<file path="src/rtl/lsp_pkg.sv">
`timescale 1ns / 1ps

package lsp_pkg;

   localparam int NumChan = 6;

   typedef logic [7:0]  sample_type;
   typedef logic [8:0]  pos_type;
   typedef logic [2:0]  chan_type;

   // Command codes carried in the request.
   localparam logic [1:0] CmdClear   = 2'd0;
   localparam logic [1:0] CmdCalib   = 2'd1;
   localparam logic [1:0] CmdMeasure = 2'd2;

   // Control register indexes.
   localparam logic [2:0] CsrNoiseFloor = 3'd0;
   localparam logic [2:0] CsrLocOne     = 3'd1;
   localparam logic [2:0] CsrLocTwo     = 3'd2;
   localparam logic [2:0] CsrLocThree   = 3'd3;
   localparam logic [2:0] CsrLocFour    = 3'd4;

   localparam sample_type FullScale   = 8'd255;
   localparam sample_type NoiseReset  = 8'd40;
   localparam pos_type    EdgeWeight  = 9'd500;
   localparam pos_type    MidPosition = 9'd250;
   localparam pos_type    LocOneReset   = 9'd115;
   localparam pos_type    LocTwoReset   = 9'd211;
   localparam pos_type    LocThreeReset = 9'd288;
   localparam pos_type    LocFourReset  = 9'd384;

   localparam chan_type   LastChan = 3'd5;

   // The divider retires two quotient bits per cycle over a 20-bit dividend.
   localparam logic [3:0] DivSteps = 4'd10;

   typedef enum logic [2:0] {
      StIdle,
      StChSetup,
      StChDiv,
      StChAcc,
      StFinSetup,
      StFinDiv,
      StOut
   } state_type;

   typedef struct packed {
      logic clear_cal;
      logic cal_sample;
      logic load_scan;
      logic ch_next;
      logic div_ch_start;
      logic div_fin_start;
      logic div_step;
      logic ch_acc;
      logic out_load;
   } dp_cmd_type;

   typedef struct packed {
      logic ch_skip;
      logic ch_last;
      logic div_busy;
      logic den_zero;
      logic out_free;
   } dp_status_type;

endpackage

</file>
<file path="src/rtl/lsp_ctrl.sv">
`timescale 1ns / 1ps

module lsp_ctrl (
   input  logic                  clock,
   input  logic                  reset,
   input  logic                  req_tvalid,
   input  logic [1:0]            req_command,
   output logic                  req_tready,
   input  lsp_pkg::dp_status_type status,
   output lsp_pkg::dp_cmd_type    cmd
);
   import lsp_pkg::*;

   state_type state_ff;
   state_type state_in;

   always_ff @(posedge clock) begin
      if (reset) begin
         state_ff <= StIdle;
      end else begin
         state_ff <= state_in;
      end
   end

   always_comb begin
      state_in   = state_ff;
      cmd        = '0;
      req_tready = 1'b0;
      unique case (state_ff)
         StIdle: begin
            req_tready = 1'b1;
            if (req_tvalid) begin
               unique case (req_command)
                  CmdClear: begin
                     cmd.clear_cal = 1'b1;
                  end
                  CmdCalib: begin
                     cmd.cal_sample = 1'b1;
                  end
                  CmdMeasure: begin
                     cmd.load_scan = 1'b1;
                     state_in      = StChSetup;
                  end
                  default: ;
               endcase
            end
         end
         StChSetup: begin
            // A flat channel or a sample at or below its minimum adds nothing.
            if (status.ch_skip) begin
               if (status.ch_last) begin
                  state_in = StFinSetup;
               end else begin
                  cmd.ch_next = 1'b1;
               end
            end else begin
               cmd.div_ch_start = 1'b1;
               state_in         = StChDiv;
            end
         end
         StChDiv: begin
            if (status.div_busy) begin
               cmd.div_step = 1'b1;
            end else begin
               state_in = StChAcc;
            end
         end
         StChAcc: begin
            cmd.ch_acc = 1'b1;
            if (status.ch_last) begin
               state_in = StFinSetup;
            end else begin
               cmd.ch_next = 1'b1;
               state_in    = StChSetup;
            end
         end
         StFinSetup: begin
            if (status.den_zero) begin
               state_in = StOut;
            end else begin
               cmd.div_fin_start = 1'b1;
               state_in          = StFinDiv;
            end
         end
         StFinDiv: begin
            if (status.div_busy) begin
               cmd.div_step = 1'b1;
            end else begin
               state_in = StOut;
            end
         end
         StOut: begin
            if (status.out_free) begin
               cmd.out_load = 1'b1;
               state_in     = StIdle;
            end
         end
         default: begin
            state_in = StIdle;
         end
      endcase
   end

endmodule

</file>
<file path="src/rtl/lsp_dp.sv">
`timescale 1ns / 1ps

module lsp_dp (
   input  logic                   clock,
   input  logic                   reset,
   input  logic                   csr_we,
   input  logic [2:0]             csr_index,
   input  logic [8:0]             csr_wdata,
   input  logic                   left_edge_hit,
   input  logic                   right_edge_hit,
   input  lsp_pkg::sample_type    sample_one,
   input  lsp_pkg::sample_type    sample_two,
   input  lsp_pkg::sample_type    sample_three,
   input  lsp_pkg::sample_type    sample_four,
   input  lsp_pkg::dp_cmd_type    cmd,
   output lsp_pkg::dp_status_type status,
   input  logic                   rsp_tready,
   output logic                   rsp_tvalid,
   output lsp_pkg::pos_type       rsp_position,
   output logic                   rsp_line_seen
);
   import lsp_pkg::*;

   // Control registers.
   sample_type nf_ff;
   pos_type    loc1_ff;
   pos_type    loc2_ff;
   pos_type    loc3_ff;
   pos_type    loc4_ff;

   // Calibration and scan storage.
   sample_type min_ff  [NumChan];
   sample_type max_ff  [NumChan];
   sample_type scan_ff [NumChan];
   sample_type scan_in [NumChan];
   sample_type min_in  [NumChan];
   sample_type max_in  [NumChan];

   chan_type    ch_ff;
   logic [19:0] num_ff;
   logic [10:0] den_ff;
   pos_type     last_ff;

   // Shared radix-4 restoring divider.
   logic [10:0] rem_ff;
   logic [19:0] quo_ff;
   logic [10:0] dvs_ff;
   logic [3:0]  dcnt_ff;
   logic [10:0] rem_in;
   logic [19:0] quo_in;

   logic        rsp_valid_ff;
   pos_type     pos_out_ff;
   logic        seen_out_ff;

   sample_type  lo;
   sample_type  hi;
   sample_type  v;
   sample_type  diff;
   sample_type  span;
   logic [15:0] ch_dividend;
   pos_type     weight;
   sample_type  s_sat;
   sample_type  s_val;
   logic [16:0] prod;
   logic [19:0] num_in;
   logic [10:0] den_in;
   pos_type     fin_pos;
   pos_type     fallback;
   logic        out_free;

   assign scan_in[0] = left_edge_hit ? FullScale : '0;
   assign scan_in[1] = sample_one;
   assign scan_in[2] = sample_two;
   assign scan_in[3] = sample_three;
   assign scan_in[4] = sample_four;
   assign scan_in[5] = right_edge_hit ? FullScale : '0;

   // A zero minimum or maximum is unset and first takes the sample.
   always_comb begin
      for (int i = 0; i < NumChan; i++) begin
         min_in[i] = (min_ff[i] == '0) ? scan_in[i] : min_ff[i];
         max_in[i] = (max_ff[i] == '0) ? scan_in[i] : max_ff[i];
         if (scan_in[i] < min_in[i]) begin
            min_in[i] = scan_in[i];
         end
         if (scan_in[i] > max_in[i]) begin
            max_in[i] = scan_in[i];
         end
      end
   end

   assign lo   = min_ff[ch_ff];
   assign hi   = max_ff[ch_ff];
   assign v    = scan_ff[ch_ff];
   assign diff = v - lo;
   assign span = hi - lo;
   // Multiply by 255 as a shift and a subtract.
   assign ch_dividend = {diff, 8'd0} - {8'd0, diff};

   always_comb begin
      case (ch_ff)
         3'd1:    weight = loc1_ff;
         3'd2:    weight = loc2_ff;
         3'd3:    weight = loc3_ff;
         3'd4:    weight = loc4_ff;
         3'd5:    weight = EdgeWeight;
         default: weight = '0;
      endcase
   end

   assign s_sat  = (quo_ff[19:8] != '0) ? FullScale : quo_ff[7:0];
   assign s_val  = (s_sat < nf_ff) ? '0 : s_sat;
   assign prod   = weight * s_val;
   assign num_in = num_ff + {3'd0, prod};
   assign den_in = den_ff + {3'd0, s_val};

   assign fin_pos  = (quo_ff > {11'd0, EdgeWeight}) ? EdgeWeight : quo_ff[8:0];
   assign fallback = (last_ff < MidPosition) ? '0 : EdgeWeight;

   // Two restoring steps per cycle.
   always_comb begin
      logic [11:0] r_a;
      logic [11:0] r_b;
      logic        bit_a;
      logic        bit_b;
      r_a   = {rem_ff, quo_ff[19]};
      bit_a = (r_a >= {1'b0, dvs_ff});
      if (bit_a) begin
         r_a = r_a - {1'b0, dvs_ff};
      end
      r_b   = {r_a[10:0], quo_ff[18]};
      bit_b = (r_b >= {1'b0, dvs_ff});
      if (bit_b) begin
         r_b = r_b - {1'b0, dvs_ff};
      end
      rem_in = r_b[10:0];
      quo_in = {quo_ff[17:0], bit_a, bit_b};
   end

   assign out_free = !rsp_valid_ff || rsp_tready;

   assign status.ch_skip  = (hi <= lo) || (v <= lo);
   assign status.ch_last  = (ch_ff == LastChan);
   assign status.div_busy = (dcnt_ff != '0);
   assign status.den_zero = (den_ff == '0);
   assign status.out_free = out_free;

   always_ff @(posedge clock) begin
      if (reset) begin
         nf_ff   <= NoiseReset;
         loc1_ff <= LocOneReset;
         loc2_ff <= LocTwoReset;
         loc3_ff <= LocThreeReset;
         loc4_ff <= LocFourReset;
      end else if (csr_we) begin
         unique case (csr_index)
            CsrNoiseFloor: nf_ff   <= csr_wdata[7:0];
            CsrLocOne:     loc1_ff <= csr_wdata;
            CsrLocTwo:     loc2_ff <= csr_wdata;
            CsrLocThree:   loc3_ff <= csr_wdata;
            CsrLocFour:    loc4_ff <= csr_wdata;
            default: ;
         endcase
      end
   end

   always_ff @(posedge clock) begin
      if (reset) begin
         for (int i = 0; i < NumChan; i++) begin
            min_ff[i] <= '0;
            max_ff[i] <= '0;
         end
      end else if (cmd.clear_cal) begin
         for (int i = 0; i < NumChan; i++) begin
            min_ff[i] <= '0;
            max_ff[i] <= '0;
         end
      end else if (cmd.cal_sample) begin
         for (int i = 0; i < NumChan; i++) begin
            min_ff[i] <= min_in[i];
            max_ff[i] <= max_in[i];
         end
      end
   end

   always_ff @(posedge clock) begin
      if (cmd.load_scan) begin
         for (int i = 0; i < NumChan; i++) begin
            scan_ff[i] <= scan_in[i];
         end
      end
   end

   always_ff @(posedge clock) begin
      if (reset) begin
         ch_ff  <= '0;
         num_ff <= '0;
         den_ff <= '0;
      end else if (cmd.load_scan) begin
         ch_ff  <= '0;
         num_ff <= '0;
         den_ff <= '0;
      end else begin
         if (cmd.ch_acc) begin
            num_ff <= num_in;
            den_ff <= den_in;
         end
         if (cmd.ch_next) begin
            ch_ff <= ch_ff + 3'd1;
         end
      end
   end

   always_ff @(posedge clock) begin
      if (reset) begin
         dcnt_ff <= '0;
      end else if (cmd.div_ch_start || cmd.div_fin_start) begin
         dcnt_ff <= DivSteps;
      end else if (cmd.div_step) begin
         dcnt_ff <= dcnt_ff - 4'd1;
      end
   end

   always_ff @(posedge clock) begin
      if (cmd.div_ch_start) begin
         rem_ff <= '0;
         quo_ff <= {4'd0, ch_dividend};
         dvs_ff <= {3'd0, span};
      end else if (cmd.div_fin_start) begin
         rem_ff <= '0;
         quo_ff <= num_ff;
         dvs_ff <= den_ff;
      end else if (cmd.div_step) begin
         rem_ff <= rem_in;
         quo_ff <= quo_in;
      end
   end

   always_ff @(posedge clock) begin
      if (reset) begin
         last_ff <= '0;
      end else if (cmd.out_load && !status.den_zero) begin
         last_ff <= fin_pos;
      end
   end

   always_ff @(posedge clock) begin
      if (reset) begin
         rsp_valid_ff <= 1'b0;
      end else if (cmd.out_load) begin
         rsp_valid_ff <= 1'b1;
      end else if (rsp_tready) begin
         rsp_valid_ff <= 1'b0;
      end
   end

   always_ff @(posedge clock) begin
      if (cmd.out_load) begin
         pos_out_ff  <= status.den_zero ? fallback : fin_pos;
         seen_out_ff <= !status.den_zero;
      end
   end

   assign rsp_tvalid    = rsp_valid_ff;
   assign rsp_position  = pos_out_ff;
   assign rsp_line_seen = seen_out_ff;

`ifndef SYNTH
   a_step_needs_count: assert property (@(posedge clock) disable iff (reset)
      cmd.div_step |-> (dcnt_ff != '0))
      else $error("divider stepped past its last iteration");

   a_chan_in_range: assert property (@(posedge clock) disable iff (reset)
      (cmd.ch_acc || cmd.div_ch_start) |-> (ch_ff <= LastChan))
      else $error("channel index out of range");

   a_acc_nonzero_divisor: assert property (@(posedge clock) disable iff (reset)
      cmd.ch_acc |-> (dvs_ff != '0))
      else $error("channel accumulated after a divide by zero span");

   a_load_into_free: assert property (@(posedge clock) disable iff (reset)
      cmd.out_load |-> out_free)
      else $error("result loaded over a pending result");

   a_no_line_edge: assert property (@(posedge clock) disable iff (reset)
      $rose(rsp_valid_ff) && !seen_out_ff |->
         (pos_out_ff == '0 || pos_out_ff == EdgeWeight))
      else $error("no-line result is not at an edge");
`endif

endmodule

</file>
<file path="src/rtl/line_sensor_position.sv">
`timescale 1ns / 1ps

// Channel    Dir  Handshake              Contents
// req_       in   req_tvalid/req_tready  one scan and its command
// rsp_       out  rsp_tvalid/rsp_tready  position and line flag, measure only
// csr_       in   csr_we                 noise floor and channel weights
//
// Clear and calibration commands are carried out in idle without leaving it.
// A measure walks the channels in turn, skipping a flat or dark one and dividing and
// accumulating an active one, then divides for the position unless no channel is active,
// using the shared two-bits-per-cycle divider that serves all seven divisions in turn.
// Reset clears calibration and last position and loads the control register defaults.
// A pending result does not block a new scan until the next measure finishes.

module line_sensor_position (
   input  logic        clock,
   input  logic        reset,
   input  logic        req_tvalid,
   output logic        req_tready,
   // [1:0] command, [2] left_edge_hit, [3] right_edge_hit, [11:4] sample_one,
   // [19:12] sample_two, [27:20] sample_three, [35:28] sample_four
   input  logic [39:0] req_tdata,
   output logic        rsp_tvalid,
   input  logic        rsp_tready,
   // [8:0] position, [9] line_seen
   output logic [15:0] rsp_tdata,
   input  logic        csr_we,
   input  logic [2:0]  csr_index,
   input  logic [8:0]  csr_wdata
);
   import lsp_pkg::*;

   dp_cmd_type    cmd;
   dp_status_type status;
   pos_type       position;
   logic          line_seen;

   lsp_ctrl u_ctrl (
      .clock       (clock),
      .reset       (reset),
      .req_tvalid  (req_tvalid),
      .req_command (req_tdata[1:0]),
      .req_tready  (req_tready),
      .status      (status),
      .cmd         (cmd)
   );

   lsp_dp u_dp (
      .clock          (clock),
      .reset          (reset),
      .csr_we         (csr_we),
      .csr_index      (csr_index),
      .csr_wdata      (csr_wdata),
      .left_edge_hit  (req_tdata[2]),
      .right_edge_hit (req_tdata[3]),
      .sample_one     (req_tdata[11:4]),
      .sample_two     (req_tdata[19:12]),
      .sample_three   (req_tdata[27:20]),
      .sample_four    (req_tdata[35:28]),
      .cmd            (cmd),
      .status         (status),
      .rsp_tready     (rsp_tready),
      .rsp_tvalid     (rsp_tvalid),
      .rsp_position   (position),
      .rsp_line_seen  (line_seen)
   );

   assign rsp_tdata = {6'd0, line_seen, position};

endmodule

</file>
<file path="config.mk">
export PLATFORM = sky130hd
export DESIGN_NAME = line_sensor_position
export DESIGN_NICKNAME = d
export VERILOG_FILES = /design/src/rtl/lsp_pkg.sv /design/src/rtl/lsp_ctrl.sv /design/src/rtl/lsp_dp.sv /design/src/rtl/line_sensor_position.sv
export SDC_FILE = /design/constraint.sdc
export NUM_CORES = 1
export LEC_CHECK = 0
export ABC_AREA = 0
export CORE_ASPECT_RATIO = 0.75
export CORE_MARGIN = 4
export CORE_UTILIZATION = 40
export DETAILED_ROUTE_END_ITERATION = 7
export DONT_BUFFER_PORTS = 1
export SYNTH_ARGS = -nofsm -noshare
export SYNTH_HDL_FRONTEND = slang
export SYNTH_SLANG_ARGS = --single-unit
</file>
<file path="constraint.sdc">
create_clock -name clock -period 6.5 [get_ports clock]
set_input_delay 1.3 -clock clock [delete_from_list [all_inputs] [get_ports clock]]
set_output_delay 1.3 -clock clock [all_outputs]
set_load 0.02 [all_outputs]
</file>
==> results.txt <==
- Headroom to the max-slew limit: 21.1%
* Mux contribution to synthesized area: 4.93%
- Worst hold slack: ~0.45 ns
- Remaining antenna violation count after routing: 0
- Setup slack after layout: -0.00769 ns
- Max FO, Critical Path: 8
- Period minus WS final: roughly 6.5 ns
* Proportion of register bits with asynchronous set or reset after synthesis: 0%
* Horizontal die dimension: 271 um
* Signal arrival time at the worst endpoint: 6.92 ns
- Cell area after synthesis: between 20,000 and 25,000 um^2
- The worst-case IR drop observed on VDD is 450 uV.
* Combinational family with the most area after synthesis: simple AND/OR/NAND/NOR gates
* TritonCTS clock tree: yes
- Sequential cell area fraction in the yosys report: between 30% and 40%
* Startpoint types: flop
- After technology mapping, the gate count stands at 2,250.
- The floorplan step defined a die boundary enclosing approximately 56,000 um^2.
- Total wirelength of the detailed-routed design: 56,900 um
- Setup violations remaining at the end of the flow were counted as 2.
- Clock slew seen by the registers of the worst setup and hold paths: 0.06 ns
- Max Slew Vio Count: 0
- Distinct cell type count after synthesis: between 70 and 80
- Final Net Count: 2,611
- Compared with the post-synthesis result, the final layout area differs by 14.4%.
- The synthesized netlist devotes 17.3% of its cell area to compound gates.
- The tree is rooted in a sky130_fd_sc_hd__clkbuf_16.
* Mean number of vias per cell: around 5.7
- For this design the static power due to leakage is 0.00947 uW.
* Highest achievable clock rate: 0.154 GHz
- Classification of the worst setup path: flop to flop
- Global-route wire length before repair: 89,700 um
- Register bit count reported by yosys: 279
- After the first detailed-routing iteration, the DRC count stood at 1,691.
* Total power divided by cell area: 570 nW/um^2
* Failing checks: negative setup slack
- For this run, the number of Yosys warnings is 0.
- Across the run, the number of max-cap violations was 0.
- Slew at the pin closest to its max-slew limit: 1.18 ns
- DP Worst Slack: -0.284 ns
- At the worst endpoint, the required time is about 7 ns.
- Unrepaired setup endpoints after global routing: yes
* Mean instance size in the synthesized netlist: 9.20 um^2
- Number of DRC violations after detailed routing: 0
- Final Wtd Congestion: 0.922
- Number of flops mapped to enable cells by yosys: 164
- Cells with a size suffix above 1 make up 14.4% of the layout.
* Hold/Removal Path Class: flop to flop
* Antenna violations before repair: 0
- Layout Skew: 0.0313 ns
* Largest net degree at the start of global routing: 81
- Global routing consumed, over all layers together, roughly 20% of the routing resources.
- For hold timing, the worst endpoint is u_dp.loc1_ff[7].
* Input/output buffers: 0
* Initial cell density of the core: 40.9%
- The synthesized netlist devotes 17.7% of its cell area to adder and majority cells.
* Max Buffers Root-to-Sink: 3
- Final Hold Violating Endpoints: 0
* RR Endpoint: u_dp.num_ff[19]
* Clock Sinks: 279
* Hold Path Cell Cnt: 2
- Total negative slack: -0.00981 ns
* Cell Count, Final, Fillers Out: 2,982
- Hpwl dp: between 40,000 and 50,000 um
- Overall die height: 205 um
- STA classifies the critical path endpoint as a flop.
- For this run, the leading register cell type out of synthesis is sky130_fd_sc_hd__edfxtp_1.
- Outcome: finished with violations
- For flop-to-flop paths, the worst setup slack is -0.008 ns.
* CTS H-tree lvls: 2
- Area after detailed placement: 22,000 um^2
- 75 I/O pins were placed.
- Core region area: a little over 50,000 um^2
* Count of standard-cell rows: 71
* Critical hold path startpoint: u_dp.loc1_ff[7]
- Post-layout instance area: 23,700 um^2
- The via count of the first global-routing pass is 16,100.
- Antenna Diode Count: 0
- The routed layout has roughly 17,000 vias.
- XOR/XNOR share of the synthesized area: 2.37%
* Pre-Repair DR Iteration Count: 5
- Of the available clock period, the critical path in the final layout requires 100%.
- Origin of the critical flop-to-flop path: u_dp.quo_ff[14]
- Skew-Pair Late Insertion Delay: 0.57 ns
- Reg2Reg Depth: 26
* TritonCTS Buffers: 34
- Number of cells in the design after placement: 2,907
* GRT Residual Overflow: 0
* Wire length per cell after detailed routing: 19.1 um
- Of the total synthesized cell area, the portion taken by AND, OR, NAND and NOR gates is 17.8%.
## worst max path at each step
| stage | end | startpoint | cells after the start |
|---|---|---|---|
| after floorplan | u_dp.num_ff[19] | u_dp.quo_ff[14] | 27 |
| after global placement | u_dp.num_ff[19] | u_dp.quo_ff[13] | 30 |
| after detailed placement | u_dp.num_ff[19] | u_dp.quo_ff[13] | 28 |
| after CTS | u_dp.num_ff[18] | u_dp.quo_ff[11] | 29 |
| after global routing | u_dp.num_ff[18] | u_dp.quo_ff[14] | 30 |
| final | u_dp.num_ff[19] | u_dp.quo_ff[14] | 26 |
## worst max-delay path: stages, from the launching register on
cell                       delay [ns]
sky130_fd_sc_hd__edfxtp_1        0.43
sky130_fd_sc_hd__nor4_4          0.31
sky130_fd_sc_hd__nand4b_1        0.14
sky130_fd_sc_hd__buf_6           0.18
sky130_fd_sc_hd__nor2_1          0.17
sky130_fd_sc_hd__inv_1           0.11
sky130_fd_sc_hd__ha_1            0.31
sky130_fd_sc_hd__a211o_1         0.35
sky130_fd_sc_hd__a21oi_4         0.33
sky130_fd_sc_hd__buf_6           0.17
sky130_fd_sc_hd__buf_4           0.11
sky130_fd_sc_hd__nor4_2          0.04
sky130_fd_sc_hd__fa_1            0.57
sky130_fd_sc_hd__fa_1            0.44
sky130_fd_sc_hd__fa_1            0.49
sky130_fd_sc_hd__inv_1           0.05
sky130_fd_sc_hd__fa_1            0.55
sky130_fd_sc_hd__inv_2           0.05
sky130_fd_sc_hd__ha_4            0.24
sky130_fd_sc_hd__and3_4          0.17
sky130_fd_sc_hd__a21oi_4         0.14
sky130_fd_sc_hd__a31oi_4         0.12
sky130_fd_sc_hd__a21oi_2         0.21
sky130_fd_sc_hd__a21oi_2         0.08
sky130_fd_sc_hd__o41ai_2         0.37
sky130_fd_sc_hd__xor2_1          0.18
sky130_fd_sc_hd__nor2_1          0.05
## cell type report
cell class	instances	area, um^2
Fill cell	4770	26900
Timing Repair Buffer	111	922
Clock buffer	41	927
Clock inverter	21	240
Sequential cell	279	7230
Inverter	156	586
Multi-Input combinational cell	1717	13000
Tap cell	657	822
## synth_stat cells, types with 9 or more instances
cell	count	area [um^2]
sky130_fd_sc_hd__a21oi_1	242	1210
sky130_fd_sc_hd__nand2_1	221	830
sky130_fd_sc_hd__nor2_1	194	728
sky130_fd_sc_hd__ha_1	193	2410
sky130_fd_sc_hd__edfxtp_1	164	4920
sky130_fd_sc_hd__inv_1	156	586
sky130_fd_sc_hd__dfxtp_1	115	2300
sky130_fd_sc_hd__o21ai_0	75	375
sky130_fd_sc_hd__clkbuf_1	74	278
sky130_fd_sc_hd__fa_1	62	1240
sky130_fd_sc_hd__nor3_1	59	295
sky130_fd_sc_hd__or2_2	43	269
sky130_fd_sc_hd__a211oi_1	42	315
sky130_fd_sc_hd__a21o_1	42	315
sky130_fd_sc_hd__o21a_1	42	315
sky130_fd_sc_hd__mux2i_1	39	390
sky130_fd_sc_hd__xnor2_1	37	324
sky130_fd_sc_hd__nor2b_1	36	225
sky130_fd_sc_hd__nand3_1	33	165
sky130_fd_sc_hd__nor4_1	30	188
sky130_fd_sc_hd__nand2b_1	29	181
sky130_fd_sc_hd__mux4_2	24	541
sky130_fd_sc_hd__or3_1	22	138
sky130_fd_sc_hd__and3_1	21	131
sky130_fd_sc_hd__nand3b_1	19	143
sky130_fd_sc_hd__xor2_1	19	166
sky130_fd_sc_hd__a31oi_1	18	113
sky130_fd_sc_hd__nand4_1	17	106
sky130_fd_sc_hd__or4_1	17	128
sky130_fd_sc_hd__o21bai_1	12	90.1
sky130_fd_sc_hd__a211o_1	11	96.3
sky130_fd_sc_hd__buf_4	11	82.6
sky130_fd_sc_hd__buf_1	9	33.8
## routing by layer
metal	GRT usage [%]	up-vias	share of wire [%]
li1	-	8222	-
met1	30.9	8297	50
met2	29.2	483	42
met3	3.58	62	6.9
met4	4.59	0	1.7
met5	0	-	0
## flip-flops by register name, summed over array words and instances, names as in the netlist, 11 cells and up, named ones only
| name | flops |
|---|---|
| u_dp.max_ff | 48 |
| u_dp.min_ff | 48 |
| u_dp.scan_ff | 34 |
| u_dp.num_ff | 20 |
| u_dp.quo_ff | 20 |
| u_dp.den_ff | 11 |
| u_dp.dvs_ff | 11 |
| u_dp.rem_ff | 11 |
## repair_timing
item / 4_1_cts / 5_1_grt
setup endpoints to repair: 8 / 10
cloned: 1 / 0
setup buffers: 10 / 4
hold buffers: 0 / 0
pin swaps: 45 / 42
gates resized for setup: 60 / 37
## cells by family after synthesis
family          count (synthesis)
compound gates                568
xor+xnor                       56
fa+ha+maj                     255
buf+inv                       259
flops                         279
mux                            71
other cells                     1
simple gates                  761
## power breakdown
group          internal, uW  switching, uW
Combinational          4040           5020
Clock                  1160            835
Sequential             2160            290
Total                  7360           6150
## through the flow
stage	total power, uW	utilization [%]
2_1_floorplan	8370	-
3_3_place_gp	10300	43.4
3_5_place_dp	10500	43.4
4_1_cts	13000	46.4
5_1_grt	14700	46.8
6_report	13500	46.8
## cells in the final DEF, fill, tap and decap left out, types with 7 or more instances in the layout
cell	Yosys	final
sky130_fd_sc_hd__ha_4	0	9
sky130_fd_sc_hd__buf_4	11	94
sky130_fd_sc_hd__a31oi_1	18	16
sky130_fd_sc_hd__a21o_1	42	42
sky130_fd_sc_hd__nand2b_1	29	27
sky130_fd_sc_hd__nor4_2	2	7
sky130_fd_sc_hd__or2_2	43	41
sky130_fd_sc_hd__nor2b_1	36	36
sky130_fd_sc_hd__xor2_1	19	19
sky130_fd_sc_hd__a21boi_0	7	7
sky130_fd_sc_hd__a211o_1	11	11
sky130_fd_sc_hd__mux2i_1	39	39
sky130_fd_sc_hd__inv_1	156	150
sky130_fd_sc_hd__dfxtp_1	115	114
sky130_fd_sc_hd__o21bai_1	12	12
sky130_fd_sc_hd__edfxtp_1	164	164
sky130_fd_sc_hd__nor3_1	59	53
sky130_fd_sc_hd__fa_1	62	58
sky130_fd_sc_hd__a21oi_2	1	7
sky130_fd_sc_hd__nor4_1	30	23
sky130_fd_sc_hd__buf_6	1	13
sky130_fd_sc_hd__nand2_1	221	220
sky130_fd_sc_hd__or3_1	22	16
sky130_fd_sc_hd__o21a_1	42	41
sky130_fd_sc_hd__nand3b_1	19	19
sky130_fd_sc_hd__nand3_1	33	32
sky130_fd_sc_hd__ha_1	193	183
sky130_fd_sc_hd__nor2_1	194	189
sky130_fd_sc_hd__a211oi_1	42	40
sky130_fd_sc_hd__mux2_2	8	8
sky130_fd_sc_hd__and3_1	21	19
sky130_fd_sc_hd__nand4_1	17	17
sky130_fd_sc_hd__clkbuf_16	0	34
sky130_fd_sc_hd__xnor2_1	37	37
sky130_fd_sc_hd__o21ai_0	75	73
sky130_fd_sc_hd__mux4_2	24	24
sky130_fd_sc_hd__or4_1	17	15
sky130_fd_sc_hd__a21oi_1	242	233
sky130_fd_sc_hd__o2bb2ai_1	8	8
Note: power is estimated with default switching activity, not from simulation.
